`config.mk`:
```
export PLATFORM = sky130hd
export DESIGN_NAME = peak_step_detector_cadence_core_flat
export DESIGN_NICKNAME = d
export VERILOG_FILES = /design/src/rtl/psdc_pkg.sv /design/src/rtl/psdc_if.sv /design/src/rtl/psdc_cfg.sv /design/src/rtl/psdc_ring.sv /design/src/rtl/psdc_div.sv /design/src/rtl/peak_step_detector_cadence_core.sv /design/src/flat_wrapper.sv
export SDC_FILE = /design/constraint.sdc
export NUM_CORES = 2
export LEC_CHECK = 0
export ABC_AREA = 1
export BUFFER_PORTS_ARGS = -buffer_cell sky130_fd_sc_hd__buf_2
export CORE_MARGIN = 4
export CORE_UTILIZATION = 35
export DETAILED_ROUTE_END_ITERATION = 8
export GPL_ROUTABILITY_DRIVEN = 1
export SLEW_MARGIN = 20
export SYNTH_ARGS = -nofsm -noshare
export SYNTH_HDL_FRONTEND = slang
export SYNTH_SLANG_ARGS = --single-unit
```
`constraint.sdc`:
```
create_clock -name clk -period 29.8 [get_ports clk]
set_clock_uncertainty 0.1 [all_clocks]
set_input_delay 4.47 -clock clk [delete_from_list [all_inputs] [get_ports clk]]
set_output_delay 4.47 -clock clk [all_outputs]
set_load 0.01 [all_outputs]
```
`src/rtl/psdc_pkg.sv`:
```
// Package: shared types, constants and register codes for the step detector.
`timescale 1ns / 1ps
`default_nettype none

package psdc_pkg;

  // Stamp history depth default
  localparam int PSDC_HISTORY_DEPTH = 16;

  // APB register file
  localparam int PSDC_ADDR_W = 4;
  localparam int PSDC_DATA_W = 32;

  // Reset values of the configuration registers
  localparam logic [14:0] PSDC_THRESHOLD_RST = 15'd1229;
  localparam logic [15:0] PSDC_REFRACTORY_RST = 16'd300;
  localparam logic [15:0] PSDC_WINDOW_RST = 16'd10000;
  localparam logic [15:0] PSDC_TIMEOUT_RST = 16'd3000;

  // Arithmetic constants
  localparam logic signed [16:0] PSDC_ONE_G = 17'sd4096;
  localparam logic [31:0] PSDC_MIN_SPAN_MS = 32'd200;
  localparam int PSDC_RATE_NUM = 120000;  // twice 60000 ms per minute
  localparam int PSDC_MIN_SPAN = 200;
  localparam int PSDC_DEN_W = 33;  // twice a 32-bit span
  localparam logic [7:0] PSDC_CAD_MAX = 8'd255;

  // Activity codes
  localparam logic [3:0] ACT_IDLE = 4'd0;
  localparam logic [3:0] ACT_WALK = 4'd1;
  localparam logic [3:0] ACT_RUN = 4'd2;
  localparam logic [3:0] ACT_STAIRS = 4'd3;
  localparam logic [3:0] ACT_FALL_LO = 4'd4;
  localparam logic [3:0] ACT_FALL_HI = 4'd7;

  // Register indexes
  typedef enum logic [1:0] {
    REG_THRESHOLD,
    REG_REFRACTORY,
    REG_WINDOW,
    REG_TIMEOUT
  } psdc_reg_t;

  // Configuration register contents
  typedef struct packed {
    logic [14:0] step_threshold;
    logic [15:0] refractory_ms;
    logic [15:0] stamp_window_ms;
    logic [15:0] rate_timeout_ms;
  } psdc_cfg_t;

  // Sequencer states
  typedef enum logic [3:0] {
    ST_IDLE,
    ST_PRUNE_RD,
    ST_PRUNE_CMP,
    ST_CAD_NEW,
    ST_CAD_OLD,
    ST_CAD_SPAN,
    ST_DIV_GO,
    ST_DIV_WAIT,
    ST_DONE
  } psdc_state_t;

endpackage

`default_nettype wire

```
`src/rtl/psdc_if.sv`:
```
// Interfaces: sample input channel and report output channel.
`timescale 1ns / 1ps
`default_nettype none

interface psdc_sample_if;
  logic valid;
  logic ready;
  logic signed [15:0] vertical_accel;
  logic [3:0] activity_code;
  logic [31:0] time_ms;

  modport source (output valid, output vertical_accel, output activity_code,
                  output time_ms, input ready);
  modport sink (input valid, input vertical_accel, input activity_code,
                input time_ms, output ready);
endinterface

interface psdc_report_if;
  logic valid;
  logic ready;
  logic step_counted;
  logic [31:0] step_total;
  logic [15:0] walk_total;
  logic [15:0] run_total;
  logic [15:0] stairs_total;
  logic [15:0] other_steps;
  logic [7:0] step_rate;

  modport source (output valid, output step_counted, output step_total,
                  output walk_total, output run_total, output stairs_total,
                  output other_steps, output step_rate, input ready);
  modport sink (input valid, input step_counted, input step_total,
                input walk_total, input run_total, input stairs_total,
                input other_steps, input step_rate, output ready);
endinterface

`default_nettype wire

```
`src/rtl/psdc_cfg.sv`:
```
// APB configuration register file for the step detector.
`timescale 1ns / 1ps
`default_nettype none

module psdc_cfg
  import psdc_pkg::*;
(
  input  wire logic                   clk,
  input  wire logic                   rst,
  input  wire logic                   psel,
  input  wire logic                   penable,
  input  wire logic                   pwrite,
  input  wire logic [PSDC_ADDR_W-1:0] paddr,
  input  wire logic [PSDC_DATA_W-1:0] pwdata,
  output logic      [PSDC_DATA_W-1:0] prdata,
  output logic                        pready,
  output psdc_cfg_t                   cfg
);

  psdc_reg_t reg_sel;
  logic      wr_en;

  assign reg_sel = psdc_reg_t'(paddr[3:2]);
  assign wr_en   = psel && penable && pwrite;
  assign pready  = 1'b1;

  // Register writes
  always_ff @(posedge clk) begin
    if (rst) begin
      cfg.step_threshold  <= PSDC_THRESHOLD_RST;
      cfg.refractory_ms   <= PSDC_REFRACTORY_RST;
      cfg.stamp_window_ms <= PSDC_WINDOW_RST;
      cfg.rate_timeout_ms <= PSDC_TIMEOUT_RST;
    end else if (wr_en) begin
      unique case (reg_sel)
        REG_THRESHOLD:  cfg.step_threshold  <= pwdata[14:0];
        REG_REFRACTORY: cfg.refractory_ms   <= pwdata[15:0];
        REG_WINDOW:     cfg.stamp_window_ms <= pwdata[15:0];
        REG_TIMEOUT:    cfg.rate_timeout_ms <= pwdata[15:0];
        default: ;
      endcase
    end
  end

  // Read mux
  always_comb begin
    unique case (reg_sel)
      REG_THRESHOLD:  prdata = {17'd0, cfg.step_threshold};
      REG_REFRACTORY: prdata = {16'd0, cfg.refractory_ms};
      REG_WINDOW:     prdata = {16'd0, cfg.stamp_window_ms};
      REG_TIMEOUT:    prdata = {16'd0, cfg.rate_timeout_ms};
      default:        prdata = '0;
    endcase
  end

endmodule

`default_nettype wire

```
`src/rtl/psdc_ring.sv`:
```
// Step stamp memory: one write port, one read port with registered data.
`timescale 1ns / 1ps
`default_nettype none

module psdc_ring #(
  parameter int DEPTH  = 16,
  parameter int ADDR_W = 4
) (
  input  wire logic              clk,
  input  wire logic              wr_en,
  input  wire logic [ADDR_W-1:0] wr_addr,
  input  wire logic [31:0]       wr_data,
  input  wire logic [ADDR_W-1:0] rd_addr,
  output logic      [31:0]       rd_data
);

  logic [31:0] mem [DEPTH];

  always_ff @(posedge clk) begin
    if (wr_en) begin
      mem[wr_addr] <= wr_data;
    end
  end

  always_ff @(posedge clk) begin
    rd_data <= mem[rd_addr];
  end

endmodule

`default_nettype wire

```
`src/rtl/psdc_div.sv`:
```
// Restoring divider, one quotient bit per cycle, for the cadence estimate.
`timescale 1ns / 1ps
`default_nettype none

module psdc_div #(
  parameter int NUM_W = 33,
  parameter int DEN_W = 33,
  parameter int QUO_W = 15
) (
  input  wire logic             clk,
  input  wire logic             rst,
  input  wire logic             start,
  input  wire logic [NUM_W-1:0] num,
  input  wire logic [DEN_W-1:0] den,
  output logic                  done,
  output logic      [QUO_W-1:0] quo
);

  localparam int DW = DEN_W + QUO_W - 1;
  localparam int RW = (NUM_W > DW) ? NUM_W : DW;
  localparam int CW = (QUO_W > 1) ? $clog2(QUO_W) : 1;

  logic [RW-1:0] rem;
  logic [RW-1:0] dsh;
  logic [CW-1:0] cnt;
  logic          busy;
  logic          fits;

  assign fits = (rem >= dsh);

  // Control
  always_ff @(posedge clk) begin
    if (rst) begin
      busy <= 1'b0;
      done <= 1'b0;
      cnt  <= '0;
    end else begin
      done <= 1'b0;
      if (start) begin
        busy <= 1'b1;
        cnt  <= CW'(QUO_W - 1);
      end else if (busy) begin
        if (cnt == '0) begin
          busy <= 1'b0;
          done <= 1'b1;
        end else begin
          cnt <= cnt - 1'b1;
        end
      end
    end
  end

  // Datapath: compare and subtract the shifted divisor
  always_ff @(posedge clk) begin
    if (start) begin
      rem <= RW'(num);
      dsh <= RW'(den) << (QUO_W - 1);
      quo <= '0;
    end else if (busy) begin
      if (fits) begin
        rem <= rem - dsh;
      end
      quo <= {quo[QUO_W-2:0], fits};
      dsh <= dsh >> 1;
    end
  end

endmodule

`default_nettype wire

```
`src/rtl/peak_step_detector_cadence_core.sv`:
```
// Top level: peak-threshold step detector with activity gating and cadence.
`timescale 1ns / 1ps
`default_nettype none

// Takes one acceleration sample at a time and returns one report per sample.
// Peak tracking and counting are registered as the sample is taken. The core
// then prunes stale stamps from the stamp memory with a read state and a
// compare state per stamp examined, reads the newest and oldest stamps, and
// runs a bit-serial divider for the cadence, whose quotient is 13 bits wide
// at the default depth of 16. It waits in its done state until the output
// register is free. The stamp memory needs no clearing after reset. A
// finished report waits in the output register while the next sample is
// taken.

module peak_step_detector_cadence_core
  import psdc_pkg::*;
#(
  parameter int HISTORY_DEPTH = PSDC_HISTORY_DEPTH
) (
  input  wire logic                   clk,
  input  wire logic                   rst,
  psdc_sample_if.sink                 sample,
  psdc_report_if.source               report,
  input  wire logic                   psel,
  input  wire logic                   penable,
  input  wire logic                   pwrite,
  input  wire logic [PSDC_ADDR_W-1:0] paddr,
  input  wire logic [PSDC_DATA_W-1:0] pwdata,
  output logic      [PSDC_DATA_W-1:0] prdata,
  output logic                        pready
);

  localparam int FW = $clog2(HISTORY_DEPTH + 1);
  localparam int HW = $clog2(HISTORY_DEPTH);
  localparam int SPM_PER_STEP = PSDC_RATE_NUM / (2 * PSDC_MIN_SPAN);
  localparam int QW = $clog2((HISTORY_DEPTH - 1) * SPM_PER_STEP + 2);
  localparam int NW = (((FW + 17) > 32) ? (FW + 17) : 32) + 1;

  psdc_cfg_t   cfg;
  psdc_state_t state, state_next;

  // Detector state
  logic               peak_phase;
  logic signed [16:0] peak_value;
  logic [31:0]        last_step_time;
  logic [31:0]        total_count;
  logic [15:0]        walk_count, run_count, stairs_count, other_count;
  logic [HW-1:0]      ring_head;
  logic [FW-1:0]      ring_fill;

  // Per-item working registers
  logic [31:0]        now;
  logic               counted;
  logic [31:0]        newest_stamp;
  logic [31:0]        span;
  logic [7:0]         cad;

  // Memory and divider connections
  logic               ring_we;
  logic [HW-1:0]      ring_raddr;
  logic [31:0]        ring_rdata;
  logic               div_start;
  logic               div_done;
  logic [QW-1:0]      div_quo;
  logic [NW-1:0]      div_num;
  logic [PSDC_DEN_W-1:0] div_den;

  // Control outputs of the sequencer
  logic               take;
  logic               load_report;
  logic               sel_newest;

  // Configuration registers
  psdc_cfg u_cfg (
    .clk     (clk),
    .rst     (rst),
    .psel    (psel),
    .penable (penable),
    .pwrite  (pwrite),
    .paddr   (paddr),
    .pwdata  (pwdata),
    .prdata  (prdata),
    .pready  (pready),
    .cfg     (cfg)
  );

  // Peak tracking on the incoming sample
  logic signed [16:0] dyn;
  logic signed [17:0] dyn2;
  logic [31:0]        since_step;
  logic               can_arm;
  logic               confirm;
  logic               act_ok;
  logic               count_now;

  assign dyn        = 17'(sample.vertical_accel) - PSDC_ONE_G;
  assign dyn2       = {dyn, 1'b0};
  assign since_step = sample.time_ms - last_step_time;
  assign can_arm    = (last_step_time == '0) || (since_step >= 32'(cfg.refractory_ms));
  assign confirm    = peak_phase && !(dyn > peak_value) &&
                      (dyn2 < $signed({3'b000, cfg.step_threshold}));
  assign act_ok     = (sample.activity_code != ACT_IDLE) &&
                      !((sample.activity_code >= ACT_FALL_LO) &&
                        (sample.activity_code <= ACT_FALL_HI));
  assign count_now  = confirm && act_ok;
  assign ring_we    = take && count_now;

  // Ring slot arithmetic
  logic [FW:0]   old_raw;
  logic [HW-1:0] oldest;
  logic [HW-1:0] newest;

  assign old_raw = (FW+1)'(ring_head) + (FW+1)'(HISTORY_DEPTH) - (FW+1)'(ring_fill);
  assign oldest  = (old_raw >= (FW+1)'(HISTORY_DEPTH)) ?
                   HW'(old_raw - (FW+1)'(HISTORY_DEPTH)) : HW'(old_raw);
  assign newest  = (ring_head == '0) ? HW'(HISTORY_DEPTH - 1) : ring_head - 1'b1;
  assign ring_raddr = sel_newest ? newest : oldest;

  psdc_ring #(
    .DEPTH  (HISTORY_DEPTH),
    .ADDR_W (HW)
  ) u_ring (
    .clk     (clk),
    .wr_en   (ring_we),
    .wr_addr (ring_head),
    .wr_data (sample.time_ms),
    .rd_addr (ring_raddr),
    .rd_data (ring_rdata)
  );

  // Cadence tests
  logic        stale;
  logic        cad_off;
  logic [31:0] span_now;

  assign stale    = (now - ring_rdata) > 32'(cfg.stamp_window_ms);
  assign cad_off  = (last_step_time == '0) ||
                    ((now - last_step_time) > 32'(cfg.rate_timeout_ms)) ||
                    (ring_fill < FW'(2));
  assign span_now = newest_stamp - ring_rdata;

  assign div_num = NW'(FW'(ring_fill - 1'b1)) * NW'(PSDC_RATE_NUM) + NW'(span);
  assign div_den = {span, 1'b0};

  psdc_div #(
    .NUM_W (NW),
    .DEN_W (PSDC_DEN_W),
    .QUO_W (QW)
  ) u_div (
    .clk   (clk),
    .rst   (rst),
    .start (div_start),
    .num   (div_num),
    .den   (div_den),
    .done  (div_done),
    .quo   (div_quo)
  );

  // Sequencer state register
  always_ff @(posedge clk) begin
    if (rst) begin
      state <= ST_IDLE;
    end else begin
      state <= state_next;
    end
  end

  // Next state
  always_comb begin
    state_next = state;
    unique case (state)
      ST_IDLE:      if (sample.valid) state_next = ST_PRUNE_RD;
      ST_PRUNE_RD:  state_next = (ring_fill == '0) ? ST_CAD_NEW : ST_PRUNE_CMP;
      ST_PRUNE_CMP: state_next = stale ? ST_PRUNE_RD : ST_CAD_NEW;
      ST_CAD_NEW:   state_next = cad_off ? ST_DONE : ST_CAD_OLD;
      ST_CAD_OLD:   state_next = ST_CAD_SPAN;
      ST_CAD_SPAN:  state_next = (span_now < PSDC_MIN_SPAN_MS) ? ST_DONE : ST_DIV_GO;
      ST_DIV_GO:    state_next = ST_DIV_WAIT;
      ST_DIV_WAIT:  if (div_done) state_next = ST_DONE;
      ST_DONE:      if (!report.valid || report.ready) state_next = ST_IDLE;
      default:      state_next = ST_IDLE;
    endcase
  end

  // Sequencer outputs
  always_comb begin
    sample.ready = 1'b0;
    sel_newest   = 1'b0;
    div_start    = 1'b0;
    load_report  = 1'b0;
    unique case (state)
      ST_IDLE:    sample.ready = 1'b1;
      ST_CAD_NEW: sel_newest   = 1'b1;
      ST_DIV_GO:  div_start    = 1'b1;
      ST_DONE:    load_report  = !report.valid || report.ready;
      default: ;
    endcase
  end

  assign take = sample.valid && sample.ready;

  // Detector state, counters and ring pointers
  always_ff @(posedge clk) begin
    if (rst) begin
      peak_phase     <= 1'b0;
      peak_value     <= '0;
      last_step_time <= '0;
      total_count    <= '0;
      walk_count     <= '0;
      run_count      <= '0;
      stairs_count   <= '0;
      other_count    <= '0;
      ring_head      <= '0;
      ring_fill      <= '0;
    end else if (take) begin
      if (!peak_phase) begin
        if (can_arm && (dyn > $signed({2'b00, cfg.step_threshold}))) begin
          peak_phase <= 1'b1;
          peak_value <= dyn;
        end
      end else if (dyn > peak_value) begin
        peak_value <= dyn;
      end else if (confirm) begin
        peak_phase     <= 1'b0;
        last_step_time <= sample.time_ms;
      end
      if (count_now) begin
        total_count <= total_count + 1'b1;
        case (sample.activity_code)
          ACT_WALK:   walk_count   <= walk_count + 1'b1;
          ACT_RUN:    run_count    <= run_count + 1'b1;
          ACT_STAIRS: stairs_count <= stairs_count + 1'b1;
          default:    other_count  <= other_count + 1'b1;
        endcase
        ring_head <= (ring_head == HW'(HISTORY_DEPTH - 1)) ? '0 : ring_head + 1'b1;
        if (ring_fill < FW'(HISTORY_DEPTH)) begin
          ring_fill <= ring_fill + 1'b1;
        end
      end
    end else if ((state == ST_PRUNE_CMP) && stale) begin
      ring_fill <= ring_fill - 1'b1;
    end
  end

  // Per-item working registers
  always_ff @(posedge clk) begin
    if (take) begin
      now     <= sample.time_ms;
      counted <= count_now;
      cad     <= '0;
    end
    if (state == ST_CAD_OLD) begin
      newest_stamp <= ring_rdata;
    end
    if (state == ST_CAD_SPAN) begin
      span <= span_now;
    end
    if ((state == ST_DIV_WAIT) && div_done) begin
      cad <= (div_quo > QW'(PSDC_CAD_MAX)) ? PSDC_CAD_MAX : div_quo[7:0];
    end
  end

  // Report output register
  always_ff @(posedge clk) begin
    if (rst) begin
      report.valid <= 1'b0;
    end else if (load_report) begin
      report.valid <= 1'b1;
    end else if (report.ready) begin
      report.valid <= 1'b0;
    end
  end

  always_ff @(posedge clk) begin
    if (load_report) begin
      report.step_counted <= counted;
      report.step_total   <= total_count;
      report.walk_total   <= walk_count;
      report.run_total    <= run_count;
      report.stairs_total <= stairs_count;
      report.other_steps  <= other_count;
      report.step_rate    <= cad;
    end
  end

endmodule

`default_nettype wire

```
`src/flat_wrapper.sv`:
```
// flat-port wrapper written by rule: the top's interface ports become plain ports
module peak_step_detector_cadence_core_flat import psdc_pkg::*;
#(
  parameter int HISTORY_DEPTH = PSDC_HISTORY_DEPTH
)
  (clk, rst, psel, penable, pwrite, paddr, pwdata, prdata, pready, sample_valid, sample_vertical_accel, sample_activity_code, sample_time_ms, sample_ready, report_valid, report_step_counted, report_step_total, report_walk_total, report_run_total, report_stairs_total, report_other_steps, report_step_rate, report_ready);
  psdc_sample_if sample_i ();
  psdc_report_if report_i ();
  input  wire logic clk;
  input  wire logic rst;
  input  wire logic psel;
  input  wire logic penable;
  input  wire logic pwrite;
  input  wire logic [PSDC_ADDR_W-1:0] paddr;
  input  wire logic [PSDC_DATA_W-1:0] pwdata;
  output logic      [PSDC_DATA_W-1:0] prdata;
  output logic pready;
  input wire logic [$bits(sample_i.valid)-1:0] sample_valid;
  input wire logic [$bits(sample_i.vertical_accel)-1:0] sample_vertical_accel;
  input wire logic [$bits(sample_i.activity_code)-1:0] sample_activity_code;
  input wire logic [$bits(sample_i.time_ms)-1:0] sample_time_ms;
  output wire logic [$bits(sample_i.ready)-1:0] sample_ready;
  output wire logic [$bits(report_i.valid)-1:0] report_valid;
  output wire logic [$bits(report_i.step_counted)-1:0] report_step_counted;
  output wire logic [$bits(report_i.step_total)-1:0] report_step_total;
  output wire logic [$bits(report_i.walk_total)-1:0] report_walk_total;
  output wire logic [$bits(report_i.run_total)-1:0] report_run_total;
  output wire logic [$bits(report_i.stairs_total)-1:0] report_stairs_total;
  output wire logic [$bits(report_i.other_steps)-1:0] report_other_steps;
  output wire logic [$bits(report_i.step_rate)-1:0] report_step_rate;
  input wire logic [$bits(report_i.ready)-1:0] report_ready;
  assign sample_i.valid = sample_valid;
  assign sample_i.vertical_accel = sample_vertical_accel;
  assign sample_i.activity_code = sample_activity_code;
  assign sample_i.time_ms = sample_time_ms;
  assign sample_ready = sample_i.ready;
  assign report_valid = report_i.valid;
  assign report_step_counted = report_i.step_counted;
  assign report_step_total = report_i.step_total;
  assign report_walk_total = report_i.walk_total;
  assign report_run_total = report_i.run_total;
  assign report_stairs_total = report_i.stairs_total;
  assign report_other_steps = report_i.other_steps;
  assign report_step_rate = report_i.step_rate;
  assign report_i.ready = report_ready;
  peak_step_detector_cadence_core #(.HISTORY_DEPTH(HISTORY_DEPTH)) u_core (.clk(clk), .rst(rst), .sample(sample_i), .report(report_i), .psel(psel), .penable(penable), .pwrite(pwrite), .paddr(paddr), .pwdata(pwdata), .prdata(prdata), .pready(pready));
endmodule
```
Yosys cells after proc, flatten, opt, wreduce, memory -nomap -nowiden:

Memory sizes are Yosys's and may differ from the RTL's. A register that Yosys moved wholly into a read port is not among the register bits.
Cells that the tools add are included.
W data, S select, Z words.

* register bits after elaboration: 542
* bits in latches: 0
* RAM bits: 512
* bits in read-only memories: 0
* input bits: 95
* output and inout bits: 140
* logic and storage cells: 198
* memories kept: 1

Memories
* u_core.u_ring.mem: words 16, width 32, read ports 1, clocked after memory_dff 1, write ports 1, line psdc_ring.sv:17 `logic [31:0] mem [DEPTH];`

* add/subtract/negate cells: 20
* $mul: 1
* divide/modulo/power cells: 0
* $lt $le $gt $ge: 14
* equality and inequality tests: 22
* shift-type cells: 0
* multiplexer cells: 47
* bitwise gates (word level): 4
* reduce and logical (&&, ||, !) cells: 52

Operators by type and width (number)
* $pmux W32 S4: 1
* $sub A32 B32 Y32: 4
* $mux W33: 3
* $mux W45: 2
* $add A16 B1 Y16 const B: 4
* $gt A32 B16 Y1: 2
* $mux W17: 3
* $mux W4: 12
* $ge A45 B45 Y1: 1
* $sub A45 B45 Y45: 1
* $pmux W4 S9: 1
* $add A22 B32 Y33: 1
* $add A32 B1 Y32 const B: 1
* $ge A32 B16 Y1: 1
* $logic_not A32 Y1: 1
* $lt A32 B8 Y1 const B: 1
* $mux W8: 3
* $reduce_and A3 Y1: 7
* $mux W5: 4
* $lt A18 B16 Y1: 1
* $reduce_and A2 Y1: 9
* $gt A17 B16 Y1: 1
* $gt A17 B17 Y1: 1
* $mux W1: 17
* 35 further kinds: 78

Longest topological paths before layout:

* depth in word-level cells: 9
* depth in mapped cells: 35

Modules after synthesis:

Synthesis repeated with hierarchy kept, for this count alone.

* cells, all modules: 7971
* area, all modules: 62675.1 sq um

Modules (own cells, without submodules)
* peak_step_detector_cadence_core: times used 1, cells each 4168, area an instance 28886.5 sq um
* psdc_ring: times used 1, cells each 2120, area an instance 22730.6 sq um
* psdc_div: times used 1, cells each 1230, area an instance 8056.5 sq um
* psdc_cfg: times used 1, cells each 453, area an instance 3001.6 sq um

Worst setup path before layout:

Ideal clock, no wire load.

* path type: input to register
* start point: input report_ready
* end point: register u_core.report.other_steps[0] (enable)
* data arrival time: 14.370 ns
* required time: 28.873 ns
* path slack: 14.503 ns
* stages: 2
* cells stage by stage: nor2_1 -> nor4_1

* word-level cells in the longest chain between the ends: 2

RTL lines
* start: declaration: line flat_wrapper.sv:31 `input wire logic [$bits(report_i.ready)-1:0] report_ready;`
* $logic_or A1 B1 Y1: line peak_step_detector_cadence_core.sv:195 `ST_DONE: load_report = !report.valid || report.ready;`
* $mux W1: line peak_step_detector_cadence_core.sv:191 `unique case (state)`
* net u_core.load_report: line peak_step_detector_cadence_core.sv:70 `logic load_report;`
* end signal: assignment: line peak_step_detector_cadence_core.sv:281 `report.other_steps <= other_count;`
* end: declaration: line psdc_if.sv:31 `output other_steps, output step_rate, input ready);`

The timed path passes the listed nets, and every way through them passes these cells.
A chain may end at the register's enable or synchronous reset.

Final worst setup path:

* start point: input paddr[3]
* end point: output prdata[6]

* word-level cells in the longest chain between the ends: 2
* elaborated cells on any way between the ends: 5
* those cells by class: 3 x eq/ne; 1 x mux; 1 x reduce/logical

RTL lines
* start: declaration: line flat_wrapper.sv:14 `input wire logic [PSDC_ADDR_W-1:0] paddr;`
* $eq A2 B2 Y1 (tied with other cells): line psdc_cfg.sv:47 `unique case (reg_sel)`
* $pmux W32 S4 (*): line psdc_cfg.sv:47
* end: declaration: line flat_wrapper.sv:16 `output logic [PSDC_DATA_W-1:0] prdata;`

Every way passes the cells marked *; elsewhere a longest branch is shown, timed or not. The select of a mux whose other input is x is not followed.

==> metrics.yaml <==
worst_skew_pair.late_latency_ps: 780
route.met3.wl_microns: 7300
vias_in_the_first_global_route: 44300
postSynth.topFlopCell: "sky130_fd_sc_hd__edfxtp_1"
pin_count_of_the_biggest_net_entering_global_routing: 114
synth.avg_cell_area_sq_um: 8.41
dieWidth_microns: 421
final_min_period_over_clock_period: 0.359
die_y_microns: 421
worstMarginPinSlew_ps: 1060
cts_buffer_depth: 3
clock.fmax_ghz: 0.0935
synth_cell_types: 59
post_cts_buffers: 0
hp-class: "flop to flop"
clkSinkCount: 1086
synthCells: 7103
wire_length_the_detailed_router_placed_on_met1_microns: 74700
number_of_setup_violations_in_the_final_report: 0
area.growth.synth_to_final_pct: 12.4
start_util: 0.352
fp.dieArea_sq_um: 177000
timing.max_cap.violations: 0
path_cells: "buf_2 -> inv_1 -> nor2_1 -> inv_1 -> o22ai_1 -> a21oi_1 -> o21ai_0 -> buf_2"
antenna_found_initial: 15
worstPathRequired_ps: 25230
critical-path-slowest-cell: "sky130_fd_sc_hd__nor2_1"
timing.critical_path.to_type: "primary output"
timing.final.crit_period_ps: 10690
synth_top_area_frac: 0.395
wire_per_inst_microns: 17.2
detail-route-antenna-nets: 0
rsz0062_at_grt: "no"
seq_area_frac_synth: 0.496
clock_tree_from_tritoncts: "done"
route.final.wire_length_microns: 165000
routed-via-count: 47100
r2r_start: "u_core.ring_fill[0]$_SDFFE_PP0P_"
ctsHtreeMaxLevel: 3
nets: 7698
place.detailed.hpwl_microns: 119000
max-vdd-ir-drop_v: 0.0000658
grt.overflow.total: 0
warnings_from_yosys: 0
r2r_endpoint: "u_core.u_div.rem[28]$_DFFE_PP_"
routed_via_density: 4.92
synth_area_leaders: "sky130_fd_sc_hd__edfxtp_1, sky130_fd_sc_hd__nand2_1, sky130_fd_sc_hd__dfxtp_1"
critPathMaxStageDelay_ps: 600
worst-setup-path-type: "input pin to primary output"
p_per_area_nw_per_um2: 75.5
cts.root.buffer_cell: "sky130_fd_sc_hd__clkbuf_16"
synth_edf_count: 787
reg2reg_slack_ps: 23350
number_of_endpoints_with_negative_hold_slack_in_the_final_report: 0
power_leakage_nw: 28.5
numPortBuffers: 199
synth_async_sr_flop_share: 0
timing.critical_path.fanout_max: 12
synth_largest_area_cell: "sky130_fd_sc_hd__edfxtp_1"
top_layer_used: "met5"
met2RoutedLength_microns: 79000
cts_buf_count: 118
first_pass_iters: 6
rows: 151
detail_route.drc_violations: 0
post_cts.resized_instances: 0
critical_path.startpoint: "paddr[3]"
critical_path.endpoint: "prdata[6]"
first_iter_violations: 3283
relative_slew_slack: 0.293
drive_above_1_share: 0.0671
slew_violations: 0
reg2reg_depth: 28
ioPinCount: 235
grt_pass1_wl_microns: 255000
clk_pin_slew_ps: 60
arrival_ps: 6120
holdBufCountCts: 0
status: "completed"
totalNegativeSetupSlack_ps: 0
synth.ff_latch_count: 1086
floorplan.core_area_sq_um: 170000
gp_congestion: 0.926
post-layout-total-power_mw: 5.07
critical_path.startpoint_type: "input pin"
syn_area_sq_um: 59800
groute.usage.overall: 0.181
[critical path: cells and delay by family]
kind / cells / cell delay (ps)
buf+inv: 4 / 630
compound gates: 3 / 430
simple gates: 1 / 600
[per-layer routing]
layer  track usage  vias up
met5             0        -
met4        0.0510        2
met3        0.0214      247
met2         0.311      996
met1         0.239    21900
li1              -    24000
[power by group]
part	switching (mW)	internal (mW)	total (mW)
sequential	0.0525	1.67	1.73
combinational	1.22	0.612	1.83
clock	0.638	0.872	1.51
total	1.91	3.16	5.07
[cell usage in the layout (no fill, tap or decap), drive strengths merged, types with 26 or more instances in the layout]
| cell | count |
|---|---|
| nand2 | 1722 |
| nor3 | 95 |
| xnor2 | 53 |
| xor2 | 118 |
| dfxtp | 299 |
| clkinv | 50 |
| nor2 | 504 |
| nand3 | 436 |
| edfxtp | 787 |
| inv | 1138 |
| clkbuf | 155 |
| buf | 244 |
| a31oi | 37 |
| o31ai | 32 |
| o21bai | 26 |
| ha | 332 |
| nor4 | 26 |
| nand4 | 56 |
| o211ai | 161 |
| a21oi | 584 |
| o21ai | 373 |
[Yosys cell counts, types with 3 or more instances]
library cell,n
sky130_fd_sc_hd__nor2_1,499
sky130_fd_sc_hd__ha_1,332
sky130_fd_sc_hd__o21a_1,5
sky130_fd_sc_hd__o221ai_1,4
sky130_fd_sc_hd__o31ai_1,32
sky130_fd_sc_hd__buf_6,6
sky130_fd_sc_hd__a31oi_1,37
sky130_fd_sc_hd__nand3_2,4
sky130_fd_sc_hd__nand3_1,432
sky130_fd_sc_hd__o22ai_1,6
sky130_fd_sc_hd__inv_2,11
sky130_fd_sc_hd__a21oi_1,584
sky130_fd_sc_hd__nor2_4,3
sky130_fd_sc_hd__nand2_1,1717
sky130_fd_sc_hd__dfxtp_1,299
sky130_fd_sc_hd__clkbuf_1,127
sky130_fd_sc_hd__edfxtp_1,787
sky130_fd_sc_hd__o21ai_1,23
sky130_fd_sc_hd__nor4_1,26
sky130_fd_sc_hd__and2_1,11
sky130_fd_sc_hd__nand2_2,4
sky130_fd_sc_hd__or2_2,7
sky130_fd_sc_hd__inv_1,1117
sky130_fd_sc_hd__nand3b_1,19
sky130_fd_sc_hd__o211ai_1,161
sky130_fd_sc_hd__a21o_1,21
sky130_fd_sc_hd__xnor2_1,53
sky130_fd_sc_hd__buf_2,56
sky130_fd_sc_hd__buf_4,21
sky130_fd_sc_hd__nand4_1,56
sky130_fd_sc_hd__o21ai_0,347
sky130_fd_sc_hd__a21boi_0,4
sky130_fd_sc_hd__fa_1,10
sky130_fd_sc_hd__a211oi_1,4
sky130_fd_sc_hd__o21bai_1,25
sky130_fd_sc_hd__nor4b_1,3
sky130_fd_sc_hd__xor2_1,117
sky130_fd_sc_hd__buf_1,11
sky130_fd_sc_hd__nor3_1,93
sky130_fd_sc_hd__o21ai_2,3
[per-stage QoR]
| stage | std cells | instance area, sq um | util | hold WS [ps] | setup slack [ps] |
|---|---|---|---|---|---|
| after detailed placement | 9359 | 63100 | 0.372 | 307 | 19110 |
| after floorplan | 7118 | 59800 | - | 300 | 14500 |
| after global routing | 9586 | 67200 | 0.396 | 264 | 18900 |
| after CTS | 9584 | 67200 | 0.396 | 253 | 19080 |
| after global placement | 9359 | 63100 | 0.372 | 305 | 19140 |
| final | 9589 | 67200 | 0.396 | 270 | 19110 |
[worst min-delay path by stage]
| stage | startpoint | end | slack, ps | depth (start not counted) |
|---|---|---|---|---|
| 2_1_floorplan | u_core.counted$_DFFE_PP_ | u_core.report.step_counted$_DFFE_PP_ | 300 | 0 |
| 5_1_grt | u_core.u_ring.rd_data[28]$_DFF_P_ | u_core.newest_stamp[28]$_DFFE_PP_ | 260 | 0 |
| 4_1_cts | u_core.u_ring.rd_data[28]$_DFF_P_ | u_core.newest_stamp[28]$_DFFE_PP_ | 250 | 0 |
| 6_report | u_core.u_ring.rd_data[28]$_DFF_P_ | u_core.newest_stamp[28]$_DFFE_PP_ | 270 | 0 |
| 3_3_place_gp | u_core.counted$_DFFE_PP_ | u_core.report.step_counted$_DFFE_PP_ | 300 | 0 |
| 3_5_place_dp | u_core.counted$_DFFE_PP_ | u_core.report.step_counted$_DFFE_PP_ | 310 | 0 |
[logic make-up after synthesis]
family / synth area share
muxes: 0.000167
AOI/OAI and AO/OA: 0.118
xor gates and xnor gates: 0.0252
buffers and inverters: 0.0882
other: 0.000126
and+or+nand+nor: 0.200
adders and majority gates: 0.0729
DFF: 0.496
[registers in the layout, indices dropped and copies added, names as in the netlist, 17 cells and up]
register / count
u_core.u_ring.mem: 512
u_core.u_cfg.cfg: 63
u_core.u_div.dsh: 45
u_core.u_div.rem: 45
u_core.last_step_time: 32
u_core.newest_stamp: 32
u_core.now: 32
u_core.report.step_total: 32
u_core.span: 32
u_core.total_count: 32
u_core.u_ring.rd_data: 32
u_core.peak_value: 17
[layout make-up]
type                            count  area, sq um
Clock inverter                     70          749
Fill cell                       16900       102000
Tap cell                         2218         2780
Antenna cell                        5         12.5
Timing Repair Buffer              244         1340
Inverter                         1131         4250
Sequential cell                  1086        29600
Clock buffer                      155         3300
Multi-Input combinational cell   4680        25100
(Power assumes the default switching activity.)
